[src/sv/vfph_pkg.sv]
`timescale 1ns / 1ps

package vfph_pkg;

  localparam int SIZE_W      = 24;
  localparam int PAYLOAD_W   = 11;
  localparam int SEQ_W       = 16;
  localparam int LIMIT_W     = 18;  // payload size times segment count
  localparam int PCLAMP_W    = 17;  // wide enough for the largest payload bound

  localparam int SEGMENT_PAYLOAD_MAX_DEF = 1400;
  localparam int MAX_SEGMENTS_DEF        = 64;

  localparam logic [PAYLOAD_W-1:0] CFG_RESET = 11'd1400;

  localparam logic [15:0] HEADER_EXTRA_LEN = 16'h0024;
  localparam logic [7:0]  PT_MJPG          = 8'h64;
  localparam logic [7:0]  PT_H264          = 8'h65;
  localparam logic [3:0]  FTYPE_MJPG       = 4'h5;
  localparam logic [3:0]  PART_START       = 4'h1;
  localparam logic [3:0]  PART_MIDDLE      = 4'h2;
  localparam logic [3:0]  PART_END         = 4'h4;
  localparam logic [SEQ_W-1:0] SEQ_LAST    = 16'hFFFF;

  typedef struct packed {
    logic [23:0] frame_size;
    logic        codec;
    logic [7:0]  nal_header_byte;
    logic [15:0] frame_width;
    logic [15:0] frame_height;
    logic [31:0] pts_high_word;
    logic [31:0] pts_low_word;
    logic [7:0]  frames_per_second;
  } in_item_t;

  typedef struct packed {
    logic [15:0] seq_num;
    logic [15:0] length_field;
    logic [7:0]  payload_type_byte;
    logic [7:0]  frame_type_byte;
    logic [23:0] segment_offset;
    logic [10:0] segment_length;
    logic        last_segment;
    logic [15:0] out_width;
    logic [15:0] out_height;
    logic [63:0] timestamp;
    logic [7:0]  out_fps;
    logic        too_large;
  } out_item_t;

  typedef enum logic [1:0] {
    ST_IDLE,
    ST_CHECK,
    ST_EMIT,
    ST_BIG
  } state_t;

  typedef struct packed {
    logic capture;
    logic track_cfg;
    logic emit_seg;
    logic emit_big;
  } cmd_t;

  typedef struct packed {
    logic in_empty;
    logic too_big;
    logic last_seg;
    logic out_free;
  } sts_t;

endpackage

[src/sv/vfph_ctrl.sv]
`timescale 1ns / 1ps

module vfph_ctrl (
  input  logic            clk,
  input  logic            rst,
  input  logic            in_valid,
  output logic            in_ready,
  input  vfph_pkg::sts_t  sts,
  output vfph_pkg::cmd_t  cmd
);

  vfph_pkg::state_t state;
  vfph_pkg::state_t state_next;

  always_ff @(posedge clk) begin
    if (rst) begin
      state <= vfph_pkg::ST_IDLE;
    end else begin
      state <= state_next;
    end
  end

  always_comb begin
    state_next = state;
    case (state)
      vfph_pkg::ST_IDLE: begin
        // an empty frame is taken and dropped without leaving idle
        if (in_valid && !sts.in_empty) begin
          state_next = vfph_pkg::ST_CHECK;
        end
      end
      vfph_pkg::ST_CHECK: begin
        state_next = sts.too_big ? vfph_pkg::ST_BIG : vfph_pkg::ST_EMIT;
      end
      vfph_pkg::ST_EMIT: begin
        if (sts.out_free && sts.last_seg) begin
          state_next = vfph_pkg::ST_IDLE;
        end
      end
      vfph_pkg::ST_BIG: begin
        if (sts.out_free) begin
          state_next = vfph_pkg::ST_IDLE;
        end
      end
      default: begin
        state_next = vfph_pkg::ST_IDLE;
      end
    endcase
  end

  always_comb begin
    in_ready      = (state == vfph_pkg::ST_IDLE);
    cmd.capture   = in_valid && (state == vfph_pkg::ST_IDLE);
    cmd.track_cfg = (state == vfph_pkg::ST_IDLE) || (state == vfph_pkg::ST_CHECK);
    cmd.emit_seg  = (state == vfph_pkg::ST_EMIT) && sts.out_free;
    cmd.emit_big  = (state == vfph_pkg::ST_BIG) && sts.out_free;
  end

endmodule

[src/sv/vfph_dp.sv]
`timescale 1ns / 1ps

module vfph_dp #(
  parameter int SEGMENT_PAYLOAD_MAX = vfph_pkg::SEGMENT_PAYLOAD_MAX_DEF,
  parameter int MAX_SEGMENTS        = vfph_pkg::MAX_SEGMENTS_DEF
) (
  input  logic                               clk,
  input  logic                               rst,
  input  vfph_pkg::in_item_t                 in_data,
  input  logic                               cfg_wr,
  input  logic [vfph_pkg::PAYLOAD_W-1:0]     cfg_data,
  input  vfph_pkg::cmd_t                     cmd,
  output vfph_pkg::sts_t                     sts,
  output logic                               out_valid,
  input  logic                               out_ready,
  output vfph_pkg::out_item_t                out_data
);

  localparam logic [vfph_pkg::PCLAMP_W-1:0] PMAX = vfph_pkg::PCLAMP_W'(SEGMENT_PAYLOAD_MAX);
  localparam logic [vfph_pkg::LIMIT_W-1:0]  SEGS = vfph_pkg::LIMIT_W'(MAX_SEGMENTS);

  logic [vfph_pkg::PAYLOAD_W-1:0] payload_cfg;
  logic [vfph_pkg::PAYLOAD_W-1:0] p_eff;
  logic [vfph_pkg::PAYLOAD_W-1:0] p_seg;
  logic [vfph_pkg::LIMIT_W-1:0]   limit;

  logic [vfph_pkg::SIZE_W-1:0]    remaining;
  logic [vfph_pkg::SIZE_W-1:0]    offset;
  logic                           first;
  vfph_pkg::in_item_t             frame;
  logic [vfph_pkg::SEQ_W-1:0]     seq;
  logic [vfph_pkg::SEQ_W-1:0]     seq_report;

  logic [vfph_pkg::PAYLOAD_W-1:0] seg_len;
  logic [3:0]                     part;
  logic [3:0]                     ftype;
  vfph_pkg::out_item_t            rec_seg;
  vfph_pkg::out_item_t            rec_big;

  always_ff @(posedge clk) begin
    if (rst) begin
      payload_cfg <= vfph_pkg::CFG_RESET;
    end else if (cfg_wr) begin
      payload_cfg <= cfg_data;
    end
  end

  // zero acts as one byte; clamp to the build-time maximum
  always_comb begin
    p_eff = payload_cfg;
    if (payload_cfg == '0) begin
      p_eff = vfph_pkg::PAYLOAD_W'(1);
    end else if (vfph_pkg::PCLAMP_W'(payload_cfg) > PMAX) begin
      p_eff = PMAX[vfph_pkg::PAYLOAD_W-1:0];
    end
  end

  always_ff @(posedge clk) begin
    if (cmd.track_cfg) begin
      p_seg <= p_eff;
      limit <= vfph_pkg::LIMIT_W'(p_eff) * SEGS;
    end
  end

  always_ff @(posedge clk) begin
    if (cmd.capture) begin
      frame     <= in_data;
      remaining <= in_data.frame_size;
      offset    <= '0;
      first     <= 1'b1;
    end else if (cmd.emit_seg) begin
      remaining <= remaining - vfph_pkg::SIZE_W'(p_seg);
      offset    <= offset + vfph_pkg::SIZE_W'(p_seg);
      first     <= 1'b0;
    end
  end

  assign seq_report = seq + 16'd1;

  always_ff @(posedge clk) begin
    if (rst) begin
      seq <= '0;
    end else if (cmd.emit_seg) begin
      seq <= (seq_report == vfph_pkg::SEQ_LAST) ? '0 : seq_report;
    end
  end

  always_comb begin
    sts.in_empty = (in_data.frame_size == '0);
    sts.too_big  = (remaining > vfph_pkg::SIZE_W'(limit));
    sts.last_seg = (remaining <= vfph_pkg::SIZE_W'(p_seg));
    sts.out_free = !out_valid || out_ready;
  end

  always_comb begin
    seg_len = sts.last_seg ? remaining[vfph_pkg::PAYLOAD_W-1:0] : p_seg;
    if (sts.last_seg) begin
      part = vfph_pkg::PART_END;
    end else if (first) begin
      part = vfph_pkg::PART_START;
    end else begin
      part = vfph_pkg::PART_MIDDLE;
    end
    ftype = frame.codec ? frame.nal_header_byte[3:0] : vfph_pkg::FTYPE_MJPG;

    rec_seg.seq_num           = seq_report;
    rec_seg.length_field      = vfph_pkg::HEADER_EXTRA_LEN + 16'(seg_len);
    rec_seg.payload_type_byte = frame.codec ? vfph_pkg::PT_H264 : vfph_pkg::PT_MJPG;
    rec_seg.frame_type_byte   = {ftype, part};
    rec_seg.segment_offset    = offset;
    rec_seg.segment_length    = seg_len;
    rec_seg.last_segment      = sts.last_seg;
    rec_seg.out_width         = frame.frame_width;
    rec_seg.out_height        = frame.frame_height;
    rec_seg.timestamp         = {frame.pts_high_word, frame.pts_low_word};
    rec_seg.out_fps           = frame.frames_per_second;
    rec_seg.too_large         = 1'b0;

    rec_big              = '0;
    rec_big.last_segment = 1'b1;
    rec_big.too_large    = 1'b1;
  end

  always_ff @(posedge clk) begin
    if (rst) begin
      out_valid <= 1'b0;
    end else if (cmd.emit_seg || cmd.emit_big) begin
      out_valid <= 1'b1;
    end else if (out_ready) begin
      out_valid <= 1'b0;
    end
  end

  always_ff @(posedge clk) begin
    if (cmd.emit_seg) begin
      out_data <= rec_seg;
    end else if (cmd.emit_big) begin
      out_data <= rec_big;
    end
  end

endmodule

[src/sv/video_frame_packet_header_generator.sv]
`timescale 1ns / 1ps
// ST_IDLE captures a frame and ST_CHECK tests its size; ST_EMIT registers the records.
// A frame of N segments (N <= MAX_SEGMENTS) holds the input until its last record;
//   the segment sequencer builds one record per cycle while out_ready is high.
// An empty frame is dropped in idle; an oversized frame yields one record from ST_BIG.
// Reset (rst, synchronous): payload size 1400, sequence counter 0, output empty.
module video_frame_packet_header_generator #(
  parameter int SEGMENT_PAYLOAD_MAX = vfph_pkg::SEGMENT_PAYLOAD_MAX_DEF,
  parameter int MAX_SEGMENTS        = vfph_pkg::MAX_SEGMENTS_DEF
) (
  input  logic                           clk,
  input  logic                           rst,
  input  logic                           in_valid,
  output logic                           in_ready,
  input  vfph_pkg::in_item_t             in_data,
  output logic                           out_valid,
  input  logic                           out_ready,
  output vfph_pkg::out_item_t            out_data,
  input  logic                           cfg_valid,
  output logic                           cfg_ready,
  input  logic [vfph_pkg::PAYLOAD_W-1:0] cfg_data
);

  vfph_pkg::cmd_t cmd;
  vfph_pkg::sts_t sts;

  assign cfg_ready = 1'b1;

  vfph_ctrl u_ctrl (
    .clk      (clk),
    .rst      (rst),
    .in_valid (in_valid),
    .in_ready (in_ready),
    .sts      (sts),
    .cmd      (cmd)
  );

  vfph_dp #(
    .SEGMENT_PAYLOAD_MAX (SEGMENT_PAYLOAD_MAX),
    .MAX_SEGMENTS        (MAX_SEGMENTS)
  ) u_dp (
    .clk       (clk),
    .rst       (rst),
    .in_data   (in_data),
    .cfg_wr    (cfg_valid && cfg_ready),
    .cfg_data  (cfg_data),
    .cmd       (cmd),
    .sts       (sts),
    .out_valid (out_valid),
    .out_ready (out_ready),
    .out_data  (out_data)
  );

endmodule

[config.mk]
export PLATFORM = sky130hd
export DESIGN_NAME = video_frame_packet_header_generator
export DESIGN_NICKNAME = d
export VERILOG_FILES = /design/src/sv/vfph_pkg.sv /design/src/sv/vfph_ctrl.sv /design/src/sv/vfph_dp.sv /design/src/sv/video_frame_packet_header_generator.sv
export SDC_FILE = /design/constraint.sdc
export NUM_CORES = 1
export LEC_CHECK = 0
export BUFFER_PORTS_ARGS = -buffer_cell sky130_fd_sc_hd__buf_2
export CAP_MARGIN = 20
export CORE_ASPECT_RATIO = 1.2
export CORE_MARGIN = 4
export CORE_UTILIZATION = 45
export DETAILED_ROUTE_END_ITERATION = 6
export PLACE_DENSITY = 0.68
export RECOVER_POWER = 25
export SLEW_MARGIN = 20
export SYNTH_ARGS = -nofsm -noshare
export SYNTH_HDL_FRONTEND = slang
export SYNTH_HIERARCHICAL = 1
export SYNTH_SLANG_ARGS = --single-unit
[constraint.sdc]
create_clock -name clk -period 6.5 [get_ports clk]
set_clock_uncertainty 0.15 [all_clocks]
set_input_delay 0.65 -clock clk [delete_from_list [all_inputs] [get_ports clk]]
set_output_delay 0.65 -clock clk [all_outputs]
set_load 0.02 [all_outputs]
After elaboration in Yosys (flattened, before gate mapping)
Cells that the tools add are included.
{ "word_totals": {"reg_bits": 388, "out_inout_bits": 192} }
{ "op_classes": {"addsub": 4, "n_lt_le_gt_ge": 3, "eq_ne": 7, "muxes": 18, "n_reduce_logical": 18} }
{ "op_table": {"columns": ["op", "n"], "rows": [
  ["189-bit two-way mux", 2],
  ["24-bit two-way mux", 2],
  ["24-bit by 11-bit adder with 24-bit output", 1],
  ["24-bit by 17-bit greater-than comparator with 1-bit output", 1],
  ["24-bit by 11-bit <= comparator with 1-bit output", 1],
  ["24-bit logical NOT", 1],
  ["24-bit by 11-bit subtractor with 24-bit output", 1],
  ["11-bit two-way mux", 2],
  ["16-bit by 1-bit adder with 16-bit output, second input constant", 1],
  ["16-bit == test, second input constant", 1],
  ["16-bit two-way mux", 1],
  ["6-bit by 11-bit adder with 12-bit output, first input constant", 1],
  ["11-bit greater-than comparator, second input constant", 1],
  ["11-bit logical NOT", 1],
  ["2-bit two-way mux", 4],
  ["4-bit two-way mux", 2],
  ["2-bit case mux with 4 select lines", 1],
  ["2-bit by 1-bit != test with 1-bit output, second input constant", 3],
  ["2-bit nonzero test", 3],
  ["1-bit logical AND", 5],
  ["2-bit == test, second input constant", 2],
  ["1-bit two-way mux", 4],
  ["1-bit logical OR", 3],
  ["3-bit AND reduction", 1],
  ["4 further kinds", 5]
]} }

Logic depth before layout (Yosys ltp)
{ "logic_depth": {"word_depth": 5, "depth_mapped": 16, "ltp_nobuf": 14} }

Hierarchy
The synthesis kept the hierarchy.
{ "by_module_without_submodules": {"columns": ["mod", "instances", "cells_per_inst", "area_per_inst_um2"], "rows": [
  ["vfph_dp", 1, 1203, 15836.4],
  ["vfph_ctrl", 1, 18, 121.4],
  ["video_frame_packet_header_generator", 1, 2, 11.3]
]} }

Worst setup path after synthesis
OpenSTA, ideal clock, no wires.
{ "synth_path": {"kind": "input to register", "from": "input port out_ready", "to": "register u_dp/out_data[100] (netlist name)", "arrival_ns": 5.079, "t_required_ns": 5.823, "path_slack_ns": 0.744, "path_stages": 7, "cell_sequence": "nand2b_1 > nand2_1 > nor2_1 > clkbuf_1 > clkbuf_1 > nor2_1 > inv_1"} }
{ "synth_rtl": {"columns": ["element", "line_no", "rtl"], "rows": [
  ["from (decl)", "video_frame_packet_header_generator.sv:17", "input logic out_ready,"]
]} }

==> impl_metrics.py <==
metrics = {
    "detailed_routing": {
        "routedWlPerCell_um": 18.1,
        "drtIter0Drc": 791,
        "post_drt_via_cell_ratio": 5.13,
        "ant_nets": 0,
        "first_pass_iters": 5,
        "routed_wl_mm": 36.8,
        "route.detailed.drc": 0,
        "num_vias": 10400,
    },
    "clock_network": {
        "cts_tree": "built",
        "cts_root_buf": "clkbuf_16",
        "cts_made_buffers": 39,
        "cts_setup_buffers": 0,
        "clock-sinks": 375,
        "path_clk_slew_ps": 60,
        "clk_latency_ps": 520,
        "ctsHtreeMaxLevel": 2,
        "cts-hold-fix-buffers": 0,
        "cts_max_path_buffers": 3,
        "ctsResizeCount": 0,
    },
    "yosys": {
        "yosys_most_used_dff": "edfxtp_1",
        "ys_warn_count": 6,
        "synth_edf_count": 319,
        "synthCells": 1223,
        "netlist_area_sq_um": 16000,
        "yosysSeqAreaShare_pct": 67.0,
        "synth.top_cell.area_share_pct": 60.0,
        "async_reset_ff_share_pct": 0,
        "ys_types": 65,
        "ys_top_cells_by_area": "edfxtp_1 (60%), dfxtp_1 (7.0%), and2_1 (5.4%), ha_1 (2.8%), nor2_1 (2.2%)",
        "synth-seq-cells": 375,
        "synth.avg_cell_area_sq_um": 13.1,
        "yosysTopAreaCell": "edfxtp_1",
    },
    "final_layout": {
        "drive_gt1_share_pct": 24.5,
        "final_nets": 1731,
        "area.growth.synth_to_final_pct": 19.5,
    },
    "critical_path": {
        "crit_fanout": 55,
        "crit_type": "reg2reg",
        "worst_ep_required_time_ps": 6500,
        "crit_arrival_ps": 4690,
        "start_kind": "register",
        "end_kind": "register",
    },
    "pwr": {
        "p_leak_nw": 7.24,
        "ir_drop_mv": 0.215,
        "total_power_mw": 6.04,
        "p_per_area_nw_per_um2": 316,
    },
    "timing": {
        "setup_viol": 0,
        "relSlewSlack_pct": -71.8,
        "slew_viol_final": 105,
        "rsz0062_at_grt": "no",
        "post-route-period-util_pct": 72.2,
        "period_minus_slack_ps": 4690,
        "hold_violations": 0,
        "setup_tns_ps": 0,
        "tightest_slew_ps": 2580,
        "fmax_mhz": 213,
    },
    "global_routing": {
        "grt_usage_pct": 18.2,
        "grt_overflow": 0,
        "grt_pass1_wl_mm": 56.5,
        "grt_start_max_net_pins": 111,
        "antenna_found_initial": 4,
        "grt_pass1_vias": 10200,
    },
    "job": {
        "cap_viol_max_count": 2,
    },
    "hold_path": {
        "min_path_type": "in2reg",
    },
    "floorplanning": {
        "die_x_um": 180,
        "start_util_pct": 45.6,
        "core_area_sq_um": 35000,
        "num_io_pins": 345,
        "row_count": 75,
        "die_h_um": 214,
        "fp.dieArea_sq_um": 38600,
    },
    "place": {
        "io_buffers": 330,
        "gp_congestion": 0.849,
        "hpwl_mm": 25.5,
    },
    "outcome": {
        "status": "finished with violations",
        "violations": "max-capacitance violations, max-slew violations",
    },
}
-- worst max-delay path: stages, from the launching register on --
cell and delay, ps:
dfxtp_1 370, nor2_1 220, and2_0 1900, inv_1 840, nand2_2 800
-- metal layers --
metal	part of all wire (%)	wire length [um]	vias up	global-route usage, %
met3	6.8	2510	59	3.97
met2	51	18600	332	32.3
met5	0	0	-	0
li1	-	-	5060	-
met4	2.2	825	0	5.03
met1	40	14900	4980	22.7
-- Yosys cell counts, types with 19 or more instances --
cell,count
edfxtp_1,319
and2_1,137
nor2_1,93
nand2_1,63
dfxtp_1,56
o21ai_0,48
a21oi_1,39
clkbuf_1,36
ha_1,36
inv_1,34
nand3_1,33
nor3_1,27
mux2i_1,26
xor2_1,24
buf_4,19
-- stage by stage --
stage	setup slack, ps	cell area [sq um]	instances	utilization, %	hold slack, ps
floorplan	744	16000	1231	-	295
global placement	2450	18000	1961	51.3	309
detailed placement	2390	18000	1961	51.3	320
CTS	2360	19100	2031	54.7	117
global route	1250	19100	2035	54.5	118
finish	1810	19100	2035	54.5	154
-- state kept, by name, indices dropped and copies added (netlist names) --
signal	flops
u_dp/out_data	176
u_dp/frame	109
u_dp/offset	24
u_dp/remaining	24
u_dp/seq	16
u_dp/limit	11
u_dp/payload_cfg	11
u_ctrl/state	2
u_dp/first	1
u_dp/out_valid	1
-- cells by family after synthesis --
| family | count (synthesis) | share of synthesized area (%) |
|---|---|---|
| XOR/XNOR | 41 | 2.25 |
| multiplexers | 36 | 2.33 |
| AND/OR/NAND/NOR | 468 | 15.9 |
| AO/OA/AOI/OAI | 158 | 6.39 |
| other | 2 | 0.0470 |
| adder cells (fa/ha/maj) | 38 | 3.07 |
| flip-flops | 375 | 67.0 |
| buffers and inverters | 105 | 3.05 |
-- placed cells by master (no fill, tap or decap), types with 26 or more instances in the layout --
| master | instances |
|---|---|
| edfxtp_1 | 319 |
| buf_2 | 284 |
| inv_1 | 33 |
| o21ai_0 | 48 |
| and2_1 | 119 |
| clkbuf_16 | 40 |
| ha_1 | 36 |
| a21oi_1 | 39 |
| clkbuf_1 | 56 |
| nor3_1 | 27 |
| nand3_1 | 33 |
| dfxtp_1 | 56 |
| nor2_1 | 92 |
| mux2i_1 | 26 |
| nand2_1 | 62 |
-- power breakdown --
| group | switching [mW] | total [mW] | internal (mW) |
|---|---|---|---|
| combinational | 0.631 | 0.974 | 0.344 |
| sequential | 0.121 | 3.00 | 2.88 |
| clock | 0.885 | 2.06 | 1.17 |
| total | 1.64 | 6.04 | 4.40 |
-- layout make-up --
class | instances | area, sq um
Fill cell | 2955 | 15900
Sequential cell | 375 | 10700
Multi-Input combinational cell | 751 | 4830
Timing Repair Buffer | 337 | 1640
Clock buffer | 49 | 1030
Tap cell | 462 | 578
Clock inverter | 21 | 144
Inverter | 36 | 140
Antenna cell | 4 | 10.0
-- worst paths after layout --
path | start | end | slack (ps) | cells past startpoint
worst min-delay path | in_data[43] | u_dp/frame[43]$_DFFE_PP_ | 150 | 1
worst min register to register | u_dp/seq[15]$_SDFFE_PP0P_ | u_dp/seq[15]$_SDFFE_PP0P_ | 330 | 2
worst max register to register | u_ctrl/state[0]$_SDFFE_PP0P_ | u_dp/remaining[11]$_DFFE_PP_ | 1810 | 4
worst max-delay path | u_ctrl/state[0]$_SDFFE_PP0P_ | u_dp/remaining[11]$_DFFE_PP_ | 1810 | 4
No activity file was read; power rests on OpenSTA's default activity.
